`src/hw/rtl/assert_macros.svh`:
```
// Assertion helpers for the correlation block.
`ifndef ASSERT_MACROS_SVH
`define ASSERT_MACROS_SVH

`define ASSERT_CLK(lbl, clk, rst_n, prop, msg) \
    lbl: assert property (@(posedge clk) disable iff (!rst_n) (prop)) else $error(msg);

`define ASSERT_NEXT(lbl, clk, rst_n, pre, post, msg) \
    lbl: assert property (@(posedge clk) disable iff (!rst_n) (pre) |=> (post)) else $error(msg);

`endif

```
`src/hw/rtl/ocm_pkg.sv`:
```
package ocm_pkg;

    localparam int VAL_W  = 24;
    localparam int DIFF_W = 25;
    localparam int PROD_W = 50;
    localparam int SUM_W  = 64;
    localparam int CORR_W = 16;
    localparam int IDX_W  = 2;
    localparam int CFG_IDX_W = 2;

    // a run length that cannot saturate a sum
    localparam int MAX_SAMPLES = 4096;

    localparam logic signed [VAL_W-1:0] BASE_RESET_0 = 24'sd29360;
    localparam logic signed [VAL_W-1:0] BASE_RESET_1 = 24'sd39846;
    localparam logic signed [VAL_W-1:0] BASE_RESET_2 = 24'sd33554;
    localparam logic signed [VAL_W-1:0] BASE_RESET_3 = 24'sd34603;

    typedef enum logic [6:0] {
        ST_IDLE  = 7'b0000001,
        ST_ACC   = 7'b0000010,
        ST_LOAD  = 7'b0000100,
        ST_NORM  = 7'b0001000,
        ST_SQRT  = 7'b0010000,
        ST_DIV   = 7'b0100000,
        ST_EMIT  = 7'b1000000
    } t_state;

    // controller -> datapath commands
    typedef struct packed {
        logic capture;    // latch sample differences
        logic acc_clear;  // restart entry counter
        logic acc_step;   // accumulate one entry
        logic load;       // fetch operands for current coefficient
        logic norm_step;  // one normalize step
        logic sqrt_init;
        logic sqrt_step;
        logic div_init;
        logic div_step;
        logic emit;       // drive one result word
        logic clear;      // clear sums and overflow flag
    } t_cmd;

    typedef struct packed {
        logic acc_last;   // current entry is the last one
        logic norm_done;
        logic sqrt_done;
        logic div_done;
        logic emit_last;  // last coefficient of the matrix
    } t_status;

endpackage

```
`src/hw/rtl/ocm_ctrl.sv`:
```
module ocm_ctrl
    import ocm_pkg::*;
(
    input  logic    i_clk,
    input  logic    i_rst_n,
    input  logic    i_start,
    input  logic    i_final,
    input  t_status i_status,
    output t_cmd    o_cmd,
    output logic    o_busy
);

    t_state r_state, n_state;
    logic   r_final, n_final;

    always_ff @(posedge i_clk) begin
        if (!i_rst_n) begin
            r_state <= ST_IDLE;
            r_final <= 1'b0;
        end else begin
            r_state <= n_state;
            r_final <= n_final;
        end
    end

    always_comb begin
        n_state = r_state;
        n_final = r_final;
        o_cmd   = '0;
        unique case (r_state)
            ST_IDLE: begin
                if (i_start) begin
                    o_cmd.capture   = 1'b1;
                    o_cmd.acc_clear = 1'b1;
                    n_final         = i_final;
                    n_state         = ST_ACC;
                end
            end
            ST_ACC: begin
                o_cmd.acc_step = 1'b1;
                if (i_status.acc_last) begin
                    o_cmd.acc_clear = 1'b1;
                    n_state = r_final ? ST_LOAD : ST_IDLE;
                end
            end
            ST_LOAD: begin
                o_cmd.load = 1'b1;
                n_state    = ST_NORM;
            end
            ST_NORM: begin
                o_cmd.norm_step = 1'b1;
                if (i_status.norm_done) begin
                    o_cmd.sqrt_init = 1'b1;
                    n_state = ST_SQRT;
                end
            end
            ST_SQRT: begin
                o_cmd.sqrt_step = 1'b1;
                if (i_status.sqrt_done) begin
                    n_state = ST_DIV;
                    o_cmd.div_init = 1'b1;
                end
            end
            ST_DIV: begin
                o_cmd.div_step = 1'b1;
                if (i_status.div_done) begin
                    n_state = ST_EMIT;
                end
            end
            ST_EMIT: begin
                o_cmd.emit = 1'b1;
                if (i_status.emit_last) begin
                    o_cmd.clear = 1'b1;
                    n_state = ST_IDLE;
                end else begin
                    n_state = ST_LOAD;
                end
            end
            default: n_state = ST_IDLE;
        endcase
    end

    assign o_busy = (r_state != ST_IDLE);

endmodule

```
`config.mk`:
```
export PLATFORM = sky130hd
export DESIGN_NAME = ocm_ctrl
export DESIGN_NICKNAME = d
export VERILOG_FILES = /design/src/hw/rtl/assert_macros.svh /design/src/hw/rtl/ocm_pkg.sv /design/src/hw/rtl/ocm_ctrl.sv
export SDC_FILE = /design/constraint.sdc
export NUM_CORES = 1
export LEC_CHECK = 0
export BUFFER_PORTS_ARGS = -buffer_cell sky130_fd_sc_hd__buf_2
export CORE_MARGIN = 3
export CORE_UTILIZATION = 25
export CTS_CLUSTER_SIZE = 14
export DETAILED_ROUTE_END_ITERATION = 6
export HOLD_SLACK_MARGIN = 0.12
export SLEW_MARGIN = 20
export SYNTH_ARGS = -nofsm -noshare
export SYNTH_HDL_FRONTEND = slang
export SYNTH_SLANG_ARGS = --single-unit
```
`constraint.sdc`:
```
create_clock -name i_clk -period 2.8 [get_ports i_clk]
set_clock_uncertainty 0.15 [all_clocks]
set_input_delay 0.84 -clock i_clk [delete_from_list [all_inputs] [get_ports i_clk]]
set_output_delay 0.84 -clock i_clk [all_outputs]
set_load 0.01 [all_outputs]
```
After elaboration in Yosys (flattened, before gate mapping)

Cells that the tools add are included.

Word-level logic and storage cells: 38
Flip-flop bits (word level): 8
Output and inout bits: 12

Reductions and logical operators: 2
Multiplexer cells: 21
Eq/ne operators: 13

Operators by type and width:

| kind                 | number |
|---|---|
| $pmux W7 S7          | 1 |
| $mux W7              | 5 |
| $ne A2 B2 Y1 const B | 5 |
| $mux W1              | 8 |
| $mux W2              | 4 |
| $eq A7 B1 Y1 const B | 1 |
| $eq A7 B2 Y1 const B | 1 |
| $eq A7 B3 Y1 const B | 1 |
| $eq A7 B4 Y1 const B | 1 |
| $eq A7 B5 Y1 const B | 1 |
| $eq A7 B6 Y1 const B | 1 |
| $eq A7 B7 Y1 const B | 1 |
| $ne A7 B1 Y1 const B | 1 |
| $mux W3              | 2 |
| $reduce_and A5 Y1    | 1 |
| $pmux W1 S2          | 1 |
| $reduce_and A2 Y1    | 1 |

Logic depth before layout (Yosys ltp)

Word-level depth: 3
Gate-level depth with buffers: 5

Least setup slack after synthesis

OpenSTA, ideal clock, no wires.

Path kind: reg-to-output
Start: register r_state[4]
End: output o_cmd[5] in the netlist's numbering
Path slack: 0.270 ns
Cell stages (with the launch flop): 4
Arrival time: 1.540 ns
Data required time: 1.810 ns
Path buffers: 0
Cell sequence: dfxtp_1 or4_4 nor3_1 and2_1

RTL lines:

| element                | RTL line       | source |
|---|---|---|
| start, declared        | ocm_ctrl.sv:13 | `t_state r_state, n_state;` |
| start signal, assigned | ocm_ctrl.sv:21 | `r_state <= n_state;` |
| end, declared          | ocm_ctrl.sv:9  | `output t_cmd o_cmd,` |

==> run_results.csv <==
group,metric,value,unit
power_and_ir_drop,leakagePower,0.3284,nW
clock_network,cts_buffers,3,
timing,whs,0.3955,ns
worst_setup_path,crit_arrival,1.79,ns
cells_and_area,stdcell_area,813.3,sq um
worst_hold_path,hp-start,"r_final",
routing,ant_nets,0,
job,cap_violations,0,
routing,via_count,560,
power_and_ir_drop,ir_drop,0.2062,mV
power_and_ir_drop,p_per_area,578.3,mW/mm^2
floorplanning,die_area,0.003060,sq mm
timing,hold_viol,0,
worst_setup_path,crit_type,"register to output pin",
floorplanning,dieHeight,55.32,um
floorplanning,rows,17,
worst_setup_path,startpoint_type,"register",
timing,setup_viol,0,
placed_design,placedInstanceArea,739.5,sq um
cells_and_area,final_common_cell,"buf_2",
worst_setup_path,end_kind,"output pin",
cells_and_area,n_antenna_cell,0,
global_route,gr-total-overflow,0,
global_route,grt_max_degree,12,
timing,final.min_clock_period,2.778,ns
synth,synth-seq-area-share,26.34,%
clock_network,insertion_delay,0.26,ns
timing,relSlewSlack,56.20,%
worst_hold_path,whs_path_depth,2,
cells_and_area,mostFrequentLayoutCells,"buf_2 (20), dfxtp_1 (7), buf_4 (5)",
global_route,track_usage,9.200,%
worst_setup_path,cp-startpoint,"r_state[0]",
routing,drcViolationCount,0,
timing,grt_setup_unrepaired,"true",
routing,wirelength,1.419,mm
worst_hold_path,hp-class,"register to register",
timing,max_freq,0.3600,GHz
synth,netlist_area,608.1,sq um
global_route,busiest_layer,"met2",
cells_and_area,area_growth,33.74,%
power_and_ir_drop,power,470.3,uW
timing,finalSetupTns,0,ns
timing,fin_crit_sh,99.21,%
synth,synth_nets,74,
placed_design,dp_hpwl,1.089,mm
clock_network,clk_pin_slew,0.06,ns
outcome,status,"finished, final reports clean",
timing,slew_viol_final,0,
routing,vias_per_cell,4.746,
floorplanning,start_util,26.97,%
synth,ys_types,35,
cells_and_area,nets,101,
routing,dr.first_iter.drc_count,8,
floorplanning,core,0.002255,sq mm
floorplanning,fp.dieW,55.32,um
clock_network,cts_sinks,8,
synth,synth.avg_cell_area,9.355,sq um
synth,yosysWarnings,0,
synth,netlist_instances,65,
worst_setup_path,cp.required,1.81,ns
clock_network,cts_buffer_depth,2,
worst_setup_path,path_max_fanout,6,
worst_setup_path,reg2reg_depth,5,
clock_network,htree_levels,1,
global_route,grt_pass1_wl,2.194,mm
timing,tightest_slew,0.6516,ns
cells_and_area,drive_above_1_share,47.78,%
global_route,grt_antenna_before_repair,0,
worst_setup_path,reg2reg_from,"r_state[0]",
synth,yosys_register_bits,8,
routing,wire_per_inst,12.03,um
clock_network,cts_tree,"yes",
global_route,use_met1,10.81,%
placed_design,io_buffers,20,
global_route,grtUsageMet2,14.36,%
floorplanning,ioPinCount,21,
clock_network,cts-root-buf,"clkbuf_4",
global_route,met3_usage,1.168,%
cells_and_area,utilization,36.07,%
global_route,grt_pass1_vias,519,
placed_design,gp_congestion,0.8057,
routing,dr.pass1.iters,4,
[synthesized netlist by cell type (all sizes together)]
master | instances | share of area, %
a21o | 1 | 1.2
or2 | 2 | 2.1
nand2 | 2 | 1.2
and2 | 4 | 4.1
mux2i | 1 | 1.6
a22o | 2 | 2.9
nor3 | 6 | 5.8
nor4b | 2 | 5.3
xnor2 | 2 | 2.9
nor2b | 3 | 3.1
nand3 | 1 | 0.82
or3 | 1 | 1.0
dfxtp | 8 | 26
nor4 | 6 | 14
nand2b | 3 | 3.1
or3b | 2 | 2.9
o22a | 1 | 1.4
o21ai | 1 | 0.82
nor2 | 1 | 0.62
a211oi | 2 | 2.5
inv | 3 | 1.9
a221o | 1 | 1.6
or4 | 1 | 1.9
clkbuf | 2 | 1.2
o21a | 1 | 1.2
and3 | 2 | 2.1
o31ai | 1 | 1.2
a32o | 1 | 1.6
buf | 1 | 1.9
and4 | 1 | 1.4
[cells by family (layout without fill, tap and decap cells)]
| family | after synthesis | after routing | synth area share [%] |
|---|---|---|---|
| compound gates | 11 | 11 | 14.61 |
| simple gates | 37 | 37 | 49.59 |
| flops | 8 | 8 | 26.34 |
| xor+xnor | 2 | 2 | 2.881 |
| buf+inv | 6 | 31 | 4.938 |
| mux | 1 | 1 | 1.646 |
[worst max-delay path, cell delays in order, from the launching register on]
cell     delay, ns
dfxtp_4       0.36
or4_4         0.59
nor4b_4       0.31
and2_1        0.15
buf_2         0.12
[power by group]
group	switching (mW)	leakage, nW	total [mW]	internal (mW)
Combinational	0.116	0.249	0.224	0.107
Clock	0.0430	0.0138	0.0924	0.0493
Sequential	0.0218	0.0653	0.154	0.132
[path summary, 6_finish.rpt]
kind / to / slack (ns)
max: o_cmd[0] / 0.02
min: r_final / 0.40
max reg2reg: r_state[4] / 0.75
min reg2reg: r_final / 0.40
[layer usage]
metal	vias to the layer above	wire length, um
li1	295	-
met1	255	644
met2	8	701
met3	2	46
met4	0	27
met5	-	0
[state kept, by name (all words and copies together) (netlist names)]
register and count:
r_final 1, r_state 7
[repair_timing]
item | CTS | global route
hold buffers | 0 | 0
setup endpoints to repair | 1 | 7
pin swaps | 0 | 3
resized for setup | 1 | 5
setup buffers | 0 | 3
[per-stage QoR]
step	cells	setup WS, ns
floorplan	65	0.2702
global route	118	-0.06185
finish	118	0.02198
global placement	112	0.2397
CTS	115	0.006850
detailed placement	112	0.2312
[layout make-up]
cell class,count,area (sq um)
Multi-Input combinational cell,51,442.9
Tap cell,28,35.03
Timing Repair Buffer,25,137.6
Inverter,3,11.26
Clock buffer,3,22.52
Sequential cell,8,163.9
Fill cell,256,1441
Power figures use the tool's default switching activity.
